--- src/design/lcdws_pkg.sv ---
package lcdws_pkg;

    // request kinds
    localparam logic [2:0] ACT_INIT  = 3'd0;
    localparam logic [2:0] ACT_CMD   = 3'd1;
    localparam logic [2:0] ACT_RAW   = 3'd2;
    localparam logic [2:0] ACT_TEXT  = 3'd3;
    localparam logic [2:0] ACT_GOTO  = 3'd4;
    localparam logic [2:0] ACT_GLYPH = 3'd5;

    // configuration register indexes
    localparam logic [2:0] CFG_BUS_MODE  = 3'd0;
    localparam logic [2:0] CFG_COLUMNS   = 3'd1;
    localparam logic [2:0] CFG_FOUR_ROWS = 3'd2;
    localparam logic [2:0] CFG_THIRD_CMD = 3'd3;
    localparam logic [2:0] CFG_FOURTH_CMD = 3'd4;

    // display commands
    localparam logic [7:0] CMD_CLEAR   = 8'h01;
    localparam logic [7:0] CMD_HOME4   = 8'h02;
    localparam logic [7:0] CMD_FUNC8   = 8'h38;
    localparam logic [7:0] CMD_FUNC4   = 8'h28;
    localparam logic [7:0] CMD_ENTRY   = 8'h06;
    localparam logic [7:0] CMD_LINE1   = 8'h80;
    localparam logic [7:0] CMD_LINE2   = 8'hC0;
    localparam logic [7:0] CMD_DISP_ON = 8'h0F;
    localparam logic [1:0] CMD_CGRAM_HI = 2'b01;

    localparam logic [5:0] COLS_MAX = 6'd40;

    // longest byte list of one request (init on the nibble bus)
    localparam int MAX_BYTES = 6;
    localparam int BYTE_IDX_W = $clog2(MAX_BYTES);
    localparam int BYTE_CNT_W = $clog2(MAX_BYTES + 1);

    typedef struct packed {
        logic [2:0] action;
        logic [7:0] data_byte;
        logic       text_start;
        logic [7:0] cursor_row;
        logic [7:0] cursor_col;
        logic [2:0] glyph_slot;
    } req_t;

    typedef struct packed {
        logic       rs;
        logic [7:0] bus_value;
        logic       last;
    } xfer_t;

    // one classified request: bytes to send, first one may be a data byte
    typedef struct packed {
        logic [MAX_BYTES-1:0][7:0] bytes;
        logic                      rs_first;
        logic [BYTE_CNT_W-1:0]     nbytes;
        logic                      eight_bit;
    } job_t;

endpackage

--- src/design/char_lcd_write_sequencer_unit.sv ---
// accepted request: job registered in the queue, then first transfer in out_reg
// throughput: one request per cycle while the job queue has room; the back end
// sends one bus transfer per cycle while a job waits and its output is popped,
// so a request costs 0 to 12 transfers there (bytes times two on the four-bit
// bus, the twelve of init being the longest); reset: configuration returns to
// its defaults, character count and queue are cleared, the output marked empty
module char_lcd_write_sequencer_unit #(
    parameter int QUEUE_DEPTH = 2
) (
    input  logic             clk,
    input  logic             rst_n,
    input  logic             cfg_we,
    input  logic [2:0]       cfg_index,
    input  logic [7:0]       cfg_data,
    input  logic             push,
    output logic             full,
    input  lcdws_pkg::req_t  request,
    output logic             empty,
    input  logic             pop,
    output lcdws_pkg::xfer_t transfer
);
    import lcdws_pkg::*;

    logic accept;
    logic job_push;
    job_t job;
    job_t head;
    logic head_empty;
    logic head_pop;

    assign accept = push && !full;

    lcdws_front u_front (
        .clk      (clk),
        .rst_n    (rst_n),
        .cfg_we   (cfg_we),
        .cfg_index(cfg_index),
        .cfg_data (cfg_data),
        .accept   (accept),
        .request  (request),
        .job_push (job_push),
        .job      (job)
    );

    lcdws_queue #(
        .DEPTH(QUEUE_DEPTH)
    ) u_queue (
        .clk     (clk),
        .rst_n   (rst_n),
        .push    (job_push),
        .push_job(job),
        .pop     (head_pop),
        .head    (head),
        .empty   (head_empty),
        .full    (full)
    );

    lcdws_back u_back (
        .clk       (clk),
        .rst_n     (rst_n),
        .head      (head),
        .head_empty(head_empty),
        .head_pop  (head_pop),
        .pop       (pop),
        .empty     (empty),
        .transfer  (transfer)
    );

endmodule

--- src/design/lcdws_front.sv ---
module lcdws_front (
    input  logic              clk,
    input  logic              rst_n,
    input  logic              cfg_we,
    input  logic [2:0]        cfg_index,
    input  logic [7:0]        cfg_data,
    input  logic              accept,
    input  lcdws_pkg::req_t   request,
    output logic              job_push,
    output lcdws_pkg::job_t   job
);
    import lcdws_pkg::*;

    logic       bus_mode_reg;
    logic [5:0] columns_reg;
    logic       four_rows_reg;
    logic [7:0] third_cmd_reg;
    logic [7:0] fourth_cmd_reg;
    logic [7:0] count_reg;
    logic [7:0] count_next;

    logic [5:0] cols;
    logic [8:0] cols9;
    logic [8:0] n_inc;
    logic [8:0] n_after;
    logic [8:0] screen_cnt;
    logic       wrap_row1;
    logic       wrap_full;
    logic       row_ok;
    logic [7:0] row_base;

    always_ff @(posedge clk or negedge rst_n)
    begin
        if (!rst_n)
        begin
            bus_mode_reg   <= 1'b0;
            columns_reg    <= 6'd16;
            four_rows_reg  <= 1'b0;
            third_cmd_reg  <= 8'd148;
            fourth_cmd_reg <= 8'd212;
            count_reg      <= 8'd0;
        end
        else
        begin
            if (cfg_we)
            begin
                unique case (cfg_index)
                    CFG_BUS_MODE:   bus_mode_reg   <= cfg_data[0];
                    CFG_COLUMNS:    columns_reg    <= cfg_data[5:0];
                    CFG_FOUR_ROWS:  four_rows_reg  <= cfg_data[0];
                    CFG_THIRD_CMD:  third_cmd_reg  <= cfg_data;
                    CFG_FOURTH_CMD: fourth_cmd_reg <= cfg_data;
                    default: ;
                endcase
            end
            if (accept)
                count_reg <= count_next;
        end
    end

    always_comb
    begin
        // clamp columns into 1..40
        if (columns_reg == 6'd0)
            cols = 6'd1;
        else if (columns_reg > COLS_MAX)
            cols = COLS_MAX;
        else
            cols = columns_reg;
        cols9 = {3'b000, cols};
        screen_cnt = four_rows_reg ? (cols9 << 2) : (cols9 << 1);

        n_inc = request.text_start ? 9'd1 : ({1'b0, count_reg} + 9'd1);
        wrap_row1 = (n_inc == cols9);
        wrap_full = !wrap_row1 && (n_inc == screen_cnt);
        n_after = wrap_full ? 9'd0 : n_inc;

        // goto row check and line base
        row_ok = 1'b1;
        row_base = CMD_LINE1;
        priority if (request.cursor_row == 8'd0)
            row_base = CMD_LINE1;
        else if (request.cursor_row == 8'd1)
            row_base = CMD_LINE2;
        else if (four_rows_reg && request.cursor_row == 8'd2)
            row_base = third_cmd_reg;
        else if (four_rows_reg && request.cursor_row == 8'd3)
            row_base = fourth_cmd_reg;
        else
            row_ok = 1'b0;

        job = '0;
        job.eight_bit = bus_mode_reg;
        count_next = count_reg;

        unique case (request.action)
            ACT_INIT:
            begin
                job.bytes[0] = CMD_CLEAR;
                if (bus_mode_reg)
                begin
                    job.bytes[1] = CMD_FUNC8;
                    job.bytes[2] = CMD_ENTRY;
                    job.bytes[3] = CMD_LINE1;
                    job.bytes[4] = CMD_DISP_ON;
                    job.nbytes   = BYTE_CNT_W'(5);
                end
                else
                begin
                    job.bytes[1] = CMD_HOME4;
                    job.bytes[2] = CMD_FUNC4;
                    job.bytes[3] = CMD_ENTRY;
                    job.bytes[4] = CMD_LINE1;
                    job.bytes[5] = CMD_DISP_ON;
                    job.nbytes   = BYTE_CNT_W'(6);
                end
            end
            ACT_CMD:
            begin
                job.bytes[0] = request.data_byte;
                job.nbytes   = BYTE_CNT_W'(1);
            end
            ACT_RAW:
            begin
                job.bytes[0] = request.data_byte;
                job.rs_first = 1'b1;
                job.nbytes   = BYTE_CNT_W'(1);
            end
            ACT_TEXT:
            begin
                job.bytes[0] = request.data_byte;
                job.rs_first = 1'b1;
                job.nbytes   = BYTE_CNT_W'(1);
                // the four cases below exclude each other for columns >= 1
                if (wrap_row1)
                begin
                    job.bytes[1] = CMD_LINE2;
                    job.nbytes   = BYTE_CNT_W'(2);
                end
                else if (wrap_full)
                begin
                    job.bytes[1] = CMD_CLEAR;
                    job.bytes[2] = CMD_LINE1;
                    job.nbytes   = BYTE_CNT_W'(3);
                end
                else if (four_rows_reg && n_after == (cols9 << 1))
                begin
                    job.bytes[1] = third_cmd_reg;
                    job.nbytes   = BYTE_CNT_W'(2);
                end
                else if (four_rows_reg && n_after == (cols9 + (cols9 << 1)))
                begin
                    job.bytes[1] = fourth_cmd_reg;
                    job.nbytes   = BYTE_CNT_W'(2);
                end
                count_next = n_after[7:0];
            end
            ACT_GOTO:
            begin
                if (row_ok && request.cursor_col < {2'b00, cols})
                begin
                    job.bytes[0] = row_base + request.cursor_col;
                    job.nbytes   = BYTE_CNT_W'(1);
                end
            end
            ACT_GLYPH:
            begin
                job.bytes[0] = {CMD_CGRAM_HI, request.glyph_slot, 3'b000};
                job.nbytes   = BYTE_CNT_W'(1);
            end
            default: ;
        endcase

        // requests that send nothing never reach the queue
        job_push = accept && (job.nbytes != '0);
    end

endmodule

--- src/design/lcdws_queue.sv ---
module lcdws_queue #(
    parameter int DEPTH = 2
) (
    input  logic            clk,
    input  logic            rst_n,
    input  logic            push,
    input  lcdws_pkg::job_t push_job,
    input  logic            pop,
    output lcdws_pkg::job_t head,
    output logic            empty,
    output logic            full
);
    import lcdws_pkg::*;

    localparam int PTR_W = (DEPTH > 1) ? $clog2(DEPTH) : 1;
    localparam int CNT_W = $clog2(DEPTH + 1);

    job_t             slots_reg [DEPTH];
    logic [PTR_W-1:0] wr_ptr_reg;
    logic [PTR_W-1:0] wr_ptr_next;
    logic [PTR_W-1:0] rd_ptr_reg;
    logic [PTR_W-1:0] rd_ptr_next;
    logic [CNT_W-1:0] count_reg;
    logic [CNT_W-1:0] count_next;

    always_comb
    begin
        empty = (count_reg == '0);
        full  = (count_reg == CNT_W'(DEPTH));
        head  = slots_reg[rd_ptr_reg];

        wr_ptr_next = wr_ptr_reg;
        rd_ptr_next = rd_ptr_reg;
        count_next  = count_reg;
        if (push)
            wr_ptr_next = (wr_ptr_reg == PTR_W'(DEPTH - 1)) ? '0 : wr_ptr_reg + 1'b1;
        if (pop)
            rd_ptr_next = (rd_ptr_reg == PTR_W'(DEPTH - 1)) ? '0 : rd_ptr_reg + 1'b1;
        if (push && !pop)
            count_next = count_reg + 1'b1;
        else if (pop && !push)
            count_next = count_reg - 1'b1;
    end

    always_ff @(posedge clk or negedge rst_n)
    begin
        if (!rst_n)
        begin
            wr_ptr_reg <= '0;
            rd_ptr_reg <= '0;
            count_reg  <= '0;
        end
        else
        begin
            wr_ptr_reg <= wr_ptr_next;
            rd_ptr_reg <= rd_ptr_next;
            count_reg  <= count_next;
        end
    end

    always_ff @(posedge clk)
    begin
        if (push)
            slots_reg[wr_ptr_reg] <= push_job;
    end

endmodule

--- src/design/lcdws_back.sv ---
module lcdws_back (
    input  logic             clk,
    input  logic             rst_n,
    input  lcdws_pkg::job_t  head,
    input  logic             head_empty,
    output logic             head_pop,
    input  logic             pop,
    output logic             empty,
    output lcdws_pkg::xfer_t transfer
);
    import lcdws_pkg::*;

    logic [BYTE_IDX_W-1:0] idx_reg;
    logic [BYTE_IDX_W-1:0] idx_next;
    logic                  phase_reg;
    logic                  phase_next;
    logic                  out_valid_reg;
    logic                  out_valid_next;
    xfer_t                 out_reg;
    xfer_t                 out_next;

    logic [7:0] cur_byte;
    logic       go;
    logic       last_byte;
    logic       byte_done;

    always_comb
    begin
        cur_byte  = head.bytes[idx_reg];
        go        = !head_empty && (!out_valid_reg || pop);
        last_byte = (BYTE_CNT_W'(idx_reg) + 1'b1) == head.nbytes;
        // high nibble goes first on the four-bit bus
        byte_done = head.eight_bit || phase_reg;
        head_pop  = go && byte_done && last_byte;

        out_next.rs = head.rs_first && (idx_reg == '0);
        if (head.eight_bit)
            out_next.bus_value = cur_byte;
        else if (phase_reg)
            out_next.bus_value = {4'b0000, cur_byte[3:0]};
        else
            out_next.bus_value = {4'b0000, cur_byte[7:4]};
        out_next.last = byte_done && last_byte;

        idx_next   = idx_reg;
        phase_next = phase_reg;
        if (go)
        begin
            if (head_pop)
            begin
                idx_next   = '0;
                phase_next = 1'b0;
            end
            else if (byte_done)
            begin
                idx_next   = idx_reg + 1'b1;
                phase_next = 1'b0;
            end
            else
                phase_next = 1'b1;
        end

        if (go)
            out_valid_next = 1'b1;
        else if (pop)
            out_valid_next = 1'b0;
        else
            out_valid_next = out_valid_reg;

        empty    = !out_valid_reg;
        transfer = out_reg;
    end

    always_ff @(posedge clk or negedge rst_n)
    begin
        if (!rst_n)
        begin
            idx_reg       <= '0;
            phase_reg     <= 1'b0;
            out_valid_reg <= 1'b0;
        end
        else
        begin
            idx_reg       <= idx_next;
            phase_reg     <= phase_next;
            out_valid_reg <= out_valid_next;
        end
    end

    always_ff @(posedge clk)
    begin
        if (go)
            out_reg <= out_next;
    end

endmodule
--- config.mk ---
export PLATFORM = sky130hd
export DESIGN_NAME = char_lcd_write_sequencer_unit
export DESIGN_NICKNAME = d
export VERILOG_FILES = /design/src/design/lcdws_pkg.sv /design/src/design/char_lcd_write_sequencer_unit.sv /design/src/design/lcdws_front.sv /design/src/design/lcdws_queue.sv /design/src/design/lcdws_back.sv
export SDC_FILE = /design/constraint.sdc
export NUM_CORES = 1
export LEC_CHECK = 0
export BUFFER_PORTS_ARGS = -buffer_cell sky130_fd_sc_hd__buf_2
export CORE_UTILIZATION = 64
export CTS_CLUSTER_SIZE = 16
export DETAILED_ROUTE_END_ITERATION = 10
export HOLD_SLACK_MARGIN = 0.15
export PLACE_DENSITY = 0.85
export SETUP_SLACK_MARGIN = 0.1
export SLEW_MARGIN = 20
export SYNTH_ARGS = -nofsm -noshare
export SYNTH_HDL_FRONTEND = slang
export SYNTH_SLANG_ARGS = --single-unit
--- constraint.sdc ---
create_clock -name clk -period 11.7 [get_ports clk]
set_input_delay 3.51 -clock clk [delete_from_list [all_inputs] [get_ports clk]]
set_output_delay 3.51 -clock clk [all_outputs]
set_load 0.02 [all_outputs]
# ---- After elaboration in Yosys (flattened, before gate mapping)
# Memories as Yosys holds them, arrays and structs flattened.
# Cells that the tools add are included.
dict set report word_totals {
  regBits 51
  ram_bits 98
  inputBits 47
  out_inout_bits 12
  memories 1
}
# memory words word_bits read_ports rd_ports_with_merged_regs write_ports line_no
set memory_table {}
lappend memory_table {u_queue.slots_reg 2 49 1 0 1 lcdws_queue.sv:18} ;# job_t slots_reg [DEPTH];
dict set report classes {
  addsub 8
  n_lt_le_gt_ge 3
  n_eq_ne 18
  n_mux 49
  n_reduce_logical 43
}
# cell n
set op_table {}
lappend op_table {{$mux 8} 14}
lappend op_table {{$mux 32} 1}
lappend op_table {{$pmux 16 s2} 1}
lappend op_table {{$pmux 8 s4} 1}
lappend op_table {{$bmux 8 s3} 1}
lappend op_table {{$mux 20} 1}
lappend op_table {{$eq 9x9->1} 2}
lappend op_table {{$mux 9} 2}
lappend op_table {{$eq 8x2->1 const B} 2}
lappend op_table {{$logic_and 1x1->1} 15}
lappend op_table {{$mux 3} 5}
lappend op_table {{$mux 1} 14}
lappend op_table {{$reduce_and 2->1} 7}
lappend op_table {{$eq 3x2->1 const B} 4}
lappend op_table {{$mux 6} 2}
lappend op_table {{$pmux 3 s4} 1}
lappend op_table {{$add 8x1->9 const B} 1}
lappend op_table {{$eq 3x3->1 const B} 3}
lappend op_table {{$eq 9x6->1} 1}
lappend op_table {{$eq 9x7->1} 1}
lappend op_table {{$logic_not 3->1} 3}
lappend op_table {{$add 6x7->8} 1}
lappend op_table {{$add 8x8->8} 1}
lappend op_table {{$eq 8x1->1 const B} 1}
lappend op_table {{21 further kinds} 36}

# ---- Logic depth before layout (Yosys ltp)
# Gate-level depths: netlist of the first run.
dict set report logic_depth {
  ltp_word 20
  depth_mapped 15
  ltp_nobuf 14
}

# ---- Hierarchy
# A second synthesis of the first run with hierarchy kept.
dict set report hier_totals {
  hier_cells 724
  hier_area_um2 8957.3
}
# mod instances cells_each area_per_inst_um2
set modules_own_cells {}
lappend modules_own_cells {lcdws_queue 1 181 4261.6}
lappend modules_own_cells {lcdws_front 1 443 3598.5}
lappend modules_own_cells {lcdws_back 1 99 1083.5}
lappend modules_own_cells {char_lcd_write_sequencer_unit 1 1 13.8}

# ---- Worst setup path after synthesis of the first run
# OpenSTA, ideal clock, no wires.
dict set report synth_timing {
  kind {input to register}
  start {input port request[16] in the netlist's numbering}
  end {memory u_queue.slots_reg[0][0] in the netlist's numbering, enable pin}
  setup_time_ps 412
  t_arrival_ps 6086
  required_ps 11288
  slack_ps 5202
  path_stages 7
  n_path_buf 0
  cell_sequence {nor4_1 > nand2_1 > a2111oi_0 > o21ai_1 > o311ai_0 > o31a_1 > nor2b_1}
}
dict set report synth_between {
  elab_chain_cells 13
}
# element line_no
set synth_lines {}
lappend synth_lines {{start: declaration} char_lcd_write_sequencer_unit.sv:17} ;# input lcdws_pkg::req_t request,
lappend synth_lines {{$eq 8x2->1} lcdws_front.sv:87} ;# else if (four_rows_reg && request.cursor_row == 8'd3)
lappend synth_lines {{$logic_and 1x1->1} lcdws_front.sv:87}
lappend synth_lines {{$mux 1} lcdws_front.sv:87}
lappend synth_lines {{$mux 1} lcdws_front.sv:85} ;# else if (four_rows_reg && request.cursor_row == 8'd2)
lappend synth_lines {{$mux 1} lcdws_front.sv:83} ;# else if (request.cursor_row == 8'd1)
lappend synth_lines {{$mux 1 *} lcdws_front.sv:81} ;# priority if (request.cursor_row == 8'd0)
lappend synth_lines {{$logic_and 1x1->1 *} lcdws_front.sv:160} ;# if (row_ok && request.cursor_col < {2'b00, cols})
lappend synth_lines {{$mux 1 *} lcdws_front.sv:160}
lappend synth_lines {{$pmux 3 s4 *} lcdws_front.sv:96} ;# unique case (request.action)
lappend synth_lines {{$reduce_bool 3->1 *} lcdws_front.sv:175} ;# job_push = accept && (job.nbytes != '0);
lappend synth_lines {{$logic_and 1x1->1 *} lcdws_front.sv:175}
lappend synth_lines {{$mux 1 *} lcdws_queue.sv:63} ;# if (push)
lappend synth_lines {{$mux 1 (implied by the code) *} lcdws_queue.sv:64} ;# slots_reg[wr_ptr_reg] <= push_job;
lappend synth_lines {{end: declaration} lcdws_queue.sv:18}
# Mark *: on every way between the ends. The rest lies on a longest branch, timed or not.

==> flow_summary_export.csv, run 1 <==
group,metric,value,unit
outcome,run_status,"finished clean",
power_and_ir_drop,powerDensity,195,mW/mm^2
cts,cts.path.max_buffers,2,
die,chipWidth,99.2,microns
route,via_per_inst,6.58,
timing,actual_transition_at_the_worst_max_transition_pin,0.953,ns
yosys,synth_area_leaders,"sky130_fd_sc_hd__edfxtp_1 (31%), sky130_fd_sc_hd__dfrtp_1 (14%), sky130_fd_sc_hd__mux2_2 (4.7%)",
global_routing,number_of_antenna_violations_at_the_first_check_in_global_routing,0,
die,core_box_area,0.00920,sq mm
worst_setup_path,reg2reg_from,"u_front.columns_reg[5]",
worst_setup_path,worst_path_largest_cell_delay,0.59,ns
power_and_ir_drop,irDropWorstVdd,0.114,mV
worst_setup_path,critical_path_peak_fanout,12,
yosys,synth_nets,603,
global_routing,grt_use_total,31.0,%
die,chipHeight,99.2,microns
timing,hold_viol,0,
yosys,postSynthAreaPerCell,11.3,sq um
timing,finalSetupTns,0,ns
global_routing,grt_use_met3,5.06,%
global_routing,global_route.usage.met2,49.5,%
die,die-area,0.00983,sq mm
route,route.final.wire_length,14400,microns
layout,layout.cells.most_common,"sky130_fd_sc_hd__edfxtp_1",
die,starting_density,65.7,%
worst_setup_path,path_cells,"buf_2, or4_1, a21o_1, a2111oi_4, o2111ai_1, a21o_2, a222oi_1, o211a_1, nor3b_4, a221o_1",
worst_hold_path,hp-class,"reg2reg",
yosys,synth_cell_type_count,79,
cts,cts.repair.resized,0,
global_routing,residual_overflow_from_global_routing,0,
worst_hold_path,worstHoldStart,"u_queue.count_reg[1]",
route,ant_nets,0,
yosys,ys.warnings.count,0,
worst_setup_path,crit_path_top_delay_cell,"sky130_fd_sc_hd__or4_1",
route,num_vias,4657,
worst_setup_path,path_class,"in2reg",
die,io_pins,59,
layout,mostFrequentLayoutCells,"sky130_fd_sc_hd__edfxtp_1 (62), sky130_fd_sc_hd__buf_2 (58), sky130_fd_sc_hd__nand2_1 (53)",
timing,timing.final.crit_share,57.1,%
timing,fmax,150,MHz
timing,setup_viol,0,
cts,worst_skew_pair.late_latency,0.36,ns
global_routing,globalRouteMet1Util,42.6,%
yosys,synth-edff-count,62,
worst_setup_path,worst-endpoint-arrival,6.90,ns
cts,tritoncts_clock_tree,"built",
yosys,top_cell_type_s_share_of_synthesized_area,30.8,%
cts,cts.reportedPaths.clkPinSlew,0.10,ns
worst_setup_path,critical_path.startpoint,"request[19]",
cts,tritoncts_sink_count,103,
placed_design,detailedPlacementHpwl,11000,microns
timing,timing.slew.headroom,36.5,%
yosys,postSynth.topFlopCell,"sky130_fd_sc_hd__edfxtp_1",
route,post_drt_wl_per_cell,20.3,microns
global_routing,grt_pass1_wl,23000,microns
yosys,synth_seq_area_share,48.0,%
yosys,async_reset_ff_share,39.8,%
layout,largest_register_ffs,52,
yosys,yosys_register_bits,103,
worst_setup_path,worstPathRequired,11.92,ns
power_and_ir_drop,leak,2.69,nW
cts,cts_setup_buffers,0,
yosys,syn_inst,534,
cts,cts_hold_repair.buffers,0,
timing,final.setup_skew,0.0121,ns
layout,nets_final,661,
placed_design,globalplace.congestion,1.01,
timing,rsz0062_at_grt,"false",
cts,numCtsBuffers,9,
cts,cts.root.buffer_cell,"sky130_fd_sc_hd__clkbuf_8",
layout,post-route-cell-area,0.00661,sq mm
route,drc,0,
global_routing,largest_net_degree_at_the_start_of_global_routing,42,
timing,finalCriticalPeriod,6.69,ns
run,cap_viol_max_count,0,
placed_design,place_area,0.00642,sq mm
global_routing,top_usage_layer,"met2",
yosys,netlist_area,0.00604,sq mm
die,standard_cell_row_count,35,
worst_setup_path,kind_of_start_point_of_the_critical_path,"input pin",
yosys,synth_area_leader_cell,"sky130_fd_sc_hd__edfxtp_1",
layout,flow.area_growth_from_synthesis,9.36,%
cts,htreeDepth,3,
worst_setup_path,setup.worst_path.end_class,"register",
global_routing,first_global_vias,4415,
placed_design,port_buffers,58,
route,drt-initial-drc-count,415,
timing,max_slew_violation_total_from_the_final_report,0,
route,detailedRoute.firstPassIterationCount,5,
layout,n_antenna_cell,0,
layout,drive_above_1_share,24.8,%
-- report_power, final --
group | internal (W) | switching (W)
Clock | 0.0000824 | 0.000129
Combinational | 0.000219 | 0.000300
Sequential | 0.000486 | 0.0000719
Total | 0.000787 | 0.000501
-- cells in the mapped netlist, types with 3 or more instances --
cell type                  instances
sky130_fd_sc_hd__o22ai_1           3
sky130_fd_sc_hd__nor3_1            9
sky130_fd_sc_hd__nand4_1           4
sky130_fd_sc_hd__nand3_1          10
sky130_fd_sc_hd__o21ai_0          22
sky130_fd_sc_hd__mux2i_1          17
sky130_fd_sc_hd__a22oi_1           8
sky130_fd_sc_hd__a21o_1            9
sky130_fd_sc_hd__mux4_2            9
sky130_fd_sc_hd__buf_2             3
sky130_fd_sc_hd__and3_1            4
sky130_fd_sc_hd__o21ai_1           4
sky130_fd_sc_hd__and2_1            6
sky130_fd_sc_hd__a21o_2            3
sky130_fd_sc_hd__nor2b_1          10
sky130_fd_sc_hd__nand2_1          53
sky130_fd_sc_hd__or4_1             3
sky130_fd_sc_hd__xor2_1           12
sky130_fd_sc_hd__clkbuf_1          8
sky130_fd_sc_hd__o31ai_1           8
sky130_fd_sc_hd__nand2b_1          7
sky130_fd_sc_hd__inv_1            15
sky130_fd_sc_hd__edfxtp_1         62
sky130_fd_sc_hd__dfrtp_1          33
sky130_fd_sc_hd__mux2_2           25
sky130_fd_sc_hd__dfstp_2           8
sky130_fd_sc_hd__ha_1             20
sky130_fd_sc_hd__xnor2_1          20
sky130_fd_sc_hd__nor2_1           43
sky130_fd_sc_hd__a221o_1           4
sky130_fd_sc_hd__nor4_1           10
sky130_fd_sc_hd__a21oi_1          25
-- worst paths after layout --
| path | end | slack (ns) | cells after the start |
|---|---|---|---|
| min in group asynchronous | u_back.idx_reg[1] | 3.28 | 1 |
| setup / recovery | u_queue.slots_reg[1][18] | 5.01 | 10 |
| max in group asynchronous | u_front.fourth_cmd_reg[1] | 7.82 | 1 |
| setup reg to reg | u_queue.slots_reg[1][18] | 7.44 | 14 |
| hold / removal | u_queue.count_reg[1] | 0.51 | 1 |
| hold reg to reg | u_queue.count_reg[1] | 0.51 | 1 |
-- worst max-delay path: cells and delay by family --
| family | cells | cell delay (ns) |
|---|---|---|
| compound gates | 7 | 2.34 |
| simple gates | 2 | 0.88 |
| buf+inv | 1 | 0.16 |
-- logic make-up after synthesis --
family | count (synthesis) | synth area share [%]
simple gates | 175 | 14.5
fa+ha+maj | 22 | 4.80
flops | 103 | 48.0
compound gates | 115 | 13.6
mux | 53 | 11.6
buf+inv | 34 | 2.96
xor+xnor | 32 | 4.64
-- metrics by stage --
| stage | cells | setup slack (ns) | total power (W) | utilization (%) | hold WS [ns] |
|---|---|---|---|---|---|
| floorplan | 534 | 5.20 | 0.000931 | - | 0.455 |
| global placement | 691 | 4.85 | 0.00105 | 69.6 | 0.485 |
| detailed placement | 692 | 4.70 | 0.00108 | 69.8 | 0.496 |
| CTS | 708 | 5.08 | 0.00128 | 71.9 | 0.513 |
| global route | 708 | 4.81 | 0.00136 | 71.9 | 0.542 |
| finish | 708 | 5.01 | 0.00129 | 71.9 | 0.512 |
-- metal layers --
metal  vias to the layer above  wire length, microns
met3                        40                  1170
li1                       2104                     -
met2                       254                  6750
met5                         -                     0
met4                         0                   518
met1                      2259                  5950
-- cell type report --
cell class	instances	area (sq um)
Inverter	19	87.6
Clock inverter	7	63.8
Tap cell	111	139
Fill cell	661	2590
Sequential cell	103	2900
Multi-Input combinational cell	397	2970
Clock buffer	9	124
Timing Repair Buffer	62	328
Note: power is estimated with default switching activity, not from simulation.
==> run 2, diff against run 1 <==
- CORE_UTILIZATION: 64 -> 54
- PLACE_DENSITY: 0.85 -> 0.77
- clock period: 11.7 -> 5.6 ns (I/O delays scaled with it)
==> run 2 against run 1 <==
Effect of this change: sequential cell count did not move; global-route usage shrank 4.6 points; sequential power up 110%; non-clock buffer count up 1; via count decreased by 3.9%; setup slack worse by 4.2 ns; largest cell class unchanged.
==> flow_summary_export.csv, run 2 (synthesis results as in run 1) <==
group,metric,value,unit
layout,post_layout_utilization_of_the_core,61.0,%
layout,layout.cells.most_common,"sky130_fd_sc_hd__edfxtp_1",
layout,nets_final,662,
placed_design,placed_cells,722,
cts,numCtsBuffers,9,
timing,timing.final.ws_setup,0.767,ns
die,chipHeight,108,microns
worst_setup_path,kind_of_start_point_of_the_critical_path,"input pin",
route,drc,0,
die,standard_cell_row_count,38,
route,ant_nets,0,
die,io_pins,59,
cts,cts.reportedPaths.clkPinSlew,0.09,ns
placed_design,pre_cts_ws,0.443,ns
timing,max_slew_violation_total_from_the_final_report,0,
timing,setup_viol,0,
timing,actual_transition_at_the_worst_max_transition_pin,0.974,ns
power_and_ir_drop,irDropWorstVdd,0.290,mV
route,route.final.wire_length,14200,microns
layout,post-route-cell-area,0.00664,sq mm
cts,worst_skew_pair.late_latency,0.37,ns
cts,cts.repair.resized,0,
power_and_ir_drop,powerDensity,402,mW/mm^2
die,die-area,0.0116,sq mm
worst_setup_path,critical_path_peak_fanout,12,
cts,htreeDepth,3,
worst_hold_path,hp-class,"reg2reg",
layout,largest_register_ffs,52,
cts,tritoncts_sink_count,103,
timing,fmax,207,MHz
die,starting_density,55.5,%
timing,finalCriticalPeriod,4.83,ns
cts,cts.root.buffer_cell,"sky130_fd_sc_hd__clkbuf_8",
route,post_drt_wl_per_cell,19.2,microns
layout,flow.area_growth_from_synthesis,9.84,%
route,drt-initial-drc-count,493,
timing,finalSetupTns,0,ns
route,num_vias,4475,
placed_design,port_buffers,58,
layout,n_antenna_cell,0,
cts,cts_setup_buffers,0,
route,via_per_inst,6.06,
timing,timing.final.crit_share,86.3,%
timing,hold_viol,0,
global_routing,first_global_vias,4205,
timing,timing.slew.headroom,34.5,%
layout,mostFrequentLayoutCells,"sky130_fd_sc_hd__edfxtp_1 (62), sky130_fd_sc_hd__buf_2 (58), sky130_fd_sc_hd__nand2_1 (53)",
timing,final.setup_skew,0.0123,ns
outcome,run_status,"finished clean",
cts,cts.path.max_buffers,2,
cts,tritoncts_clock_tree,"built",
layout,drive_above_1_share,24.7,%
die,core_box_area,0.0109,sq mm
placed_design,globalplace.congestion,0.980,
worst_setup_path,worst-endpoint-arrival,5.06,ns
placed_design,place_area,0.00646,sq mm
worst_setup_path,path_class,"in2reg",
timing,rsz0062_at_grt,"false",
route,detailedRoute.firstPassIterationCount,6,
die,chipWidth,108,microns
run,cap_viol_max_count,0,
global_routing,grt_use_total,26.3,%
placed_design,detailedPlacementHpwl,11000,microns
global_routing,residual_overflow_from_global_routing,0,
cts,cts_hold_repair.buffers,0,
power_and_ir_drop,leak,2.69,nW
layout,fin_cells,738,
global_routing,number_of_antenna_violations_at_the_first_check_in_global_routing,1,
worst_setup_path,setup.worst_path.end_class,"register",
global_routing,largest_net_degree_at_the_start_of_global_routing,42,
global_routing,grt_pass1_wl,22600,microns
worst_setup_path,worstPathRequired,5.83,ns
[run 2: critical path: stages]
cell and delay, ns:
sky130_fd_sc_hd__buf_2 0.16, sky130_fd_sc_hd__or4_1 0.58, sky130_fd_sc_hd__a21o_1 0.23, sky130_fd_sc_hd__a2111oi_4 0.36, sky130_fd_sc_hd__o2111ai_1 0.49, sky130_fd_sc_hd__a21o_2 0.35
sky130_fd_sc_hd__a222oi_1 0.42, sky130_fd_sc_hd__o211a_1 0.29, sky130_fd_sc_hd__nor3b_4 0.29, sky130_fd_sc_hd__a221o_1 0.21
[run 2: through the flow]
| stage | total power (W) | hold slack [ns] |
|---|---|---|
| final | 0.00266 | 0.506 |
| after detailed placement | 0.00224 | 0.489 |
| after floorplan | 0.00194 | 0.455 |
| after global placement | 0.00220 | 0.480 |
| after global routing | 0.00283 | 0.528 |
| after CTS | 0.00267 | 0.509 |
[run 2: report_power, final]
| part | internal [W] | leakage, nW | switching, W |
|---|---|---|---|
| logic | 0.000454 | 1.52 | 0.000616 |
| registers | 0.00102 | 1.08 | 0.000147 |
| clock network | 0.000178 | 0.0922 | 0.000254 |
[run 2: cell type report]
class | count | area (sq um)
fillers | 886 | 4250
multi-input cells | 397 | 2970
flip-flops and latches | 103 | 2900
repair buffers | 63 | 328
well taps | 140 | 175
clock buffers | 11 | 141
inverters | 19 | 87.6
clock inverters | 5 | 38.8
[run 2: routing by layer]
metal / share of wire, % / up-vias / track usage (%)
met5: 0 / - / 0
met4: 2.1 / 0 / 10.2
met3: 6.6 / 23 / 5.51
met2: 46 / 174 / 39.9
met1: 45 / 2167 / 37.0
li1: - / 2111 / -
[run 2: worst paths after layout]
path / startpoint / to / slack (ns) / cells past startpoint
setup / recovery: request[19] / u_queue.slots_reg[1][14] / 0.77 / 10
hold / removal: u_back.out_valid_reg / u_back.out_valid_reg / 0.51 / 2
setup reg to reg: u_front.columns_reg[3] / u_queue.slots_reg[1][14] / 1.31 / 14
hold reg to reg: u_back.out_valid_reg / u_back.out_valid_reg / 0.51 / 2
max in group asynchronous: rst_n / u_front.third_cmd_reg[1] / 3.59 / 1
min in group asynchronous: rst_n / u_back.phase_reg / 1.43 / 1
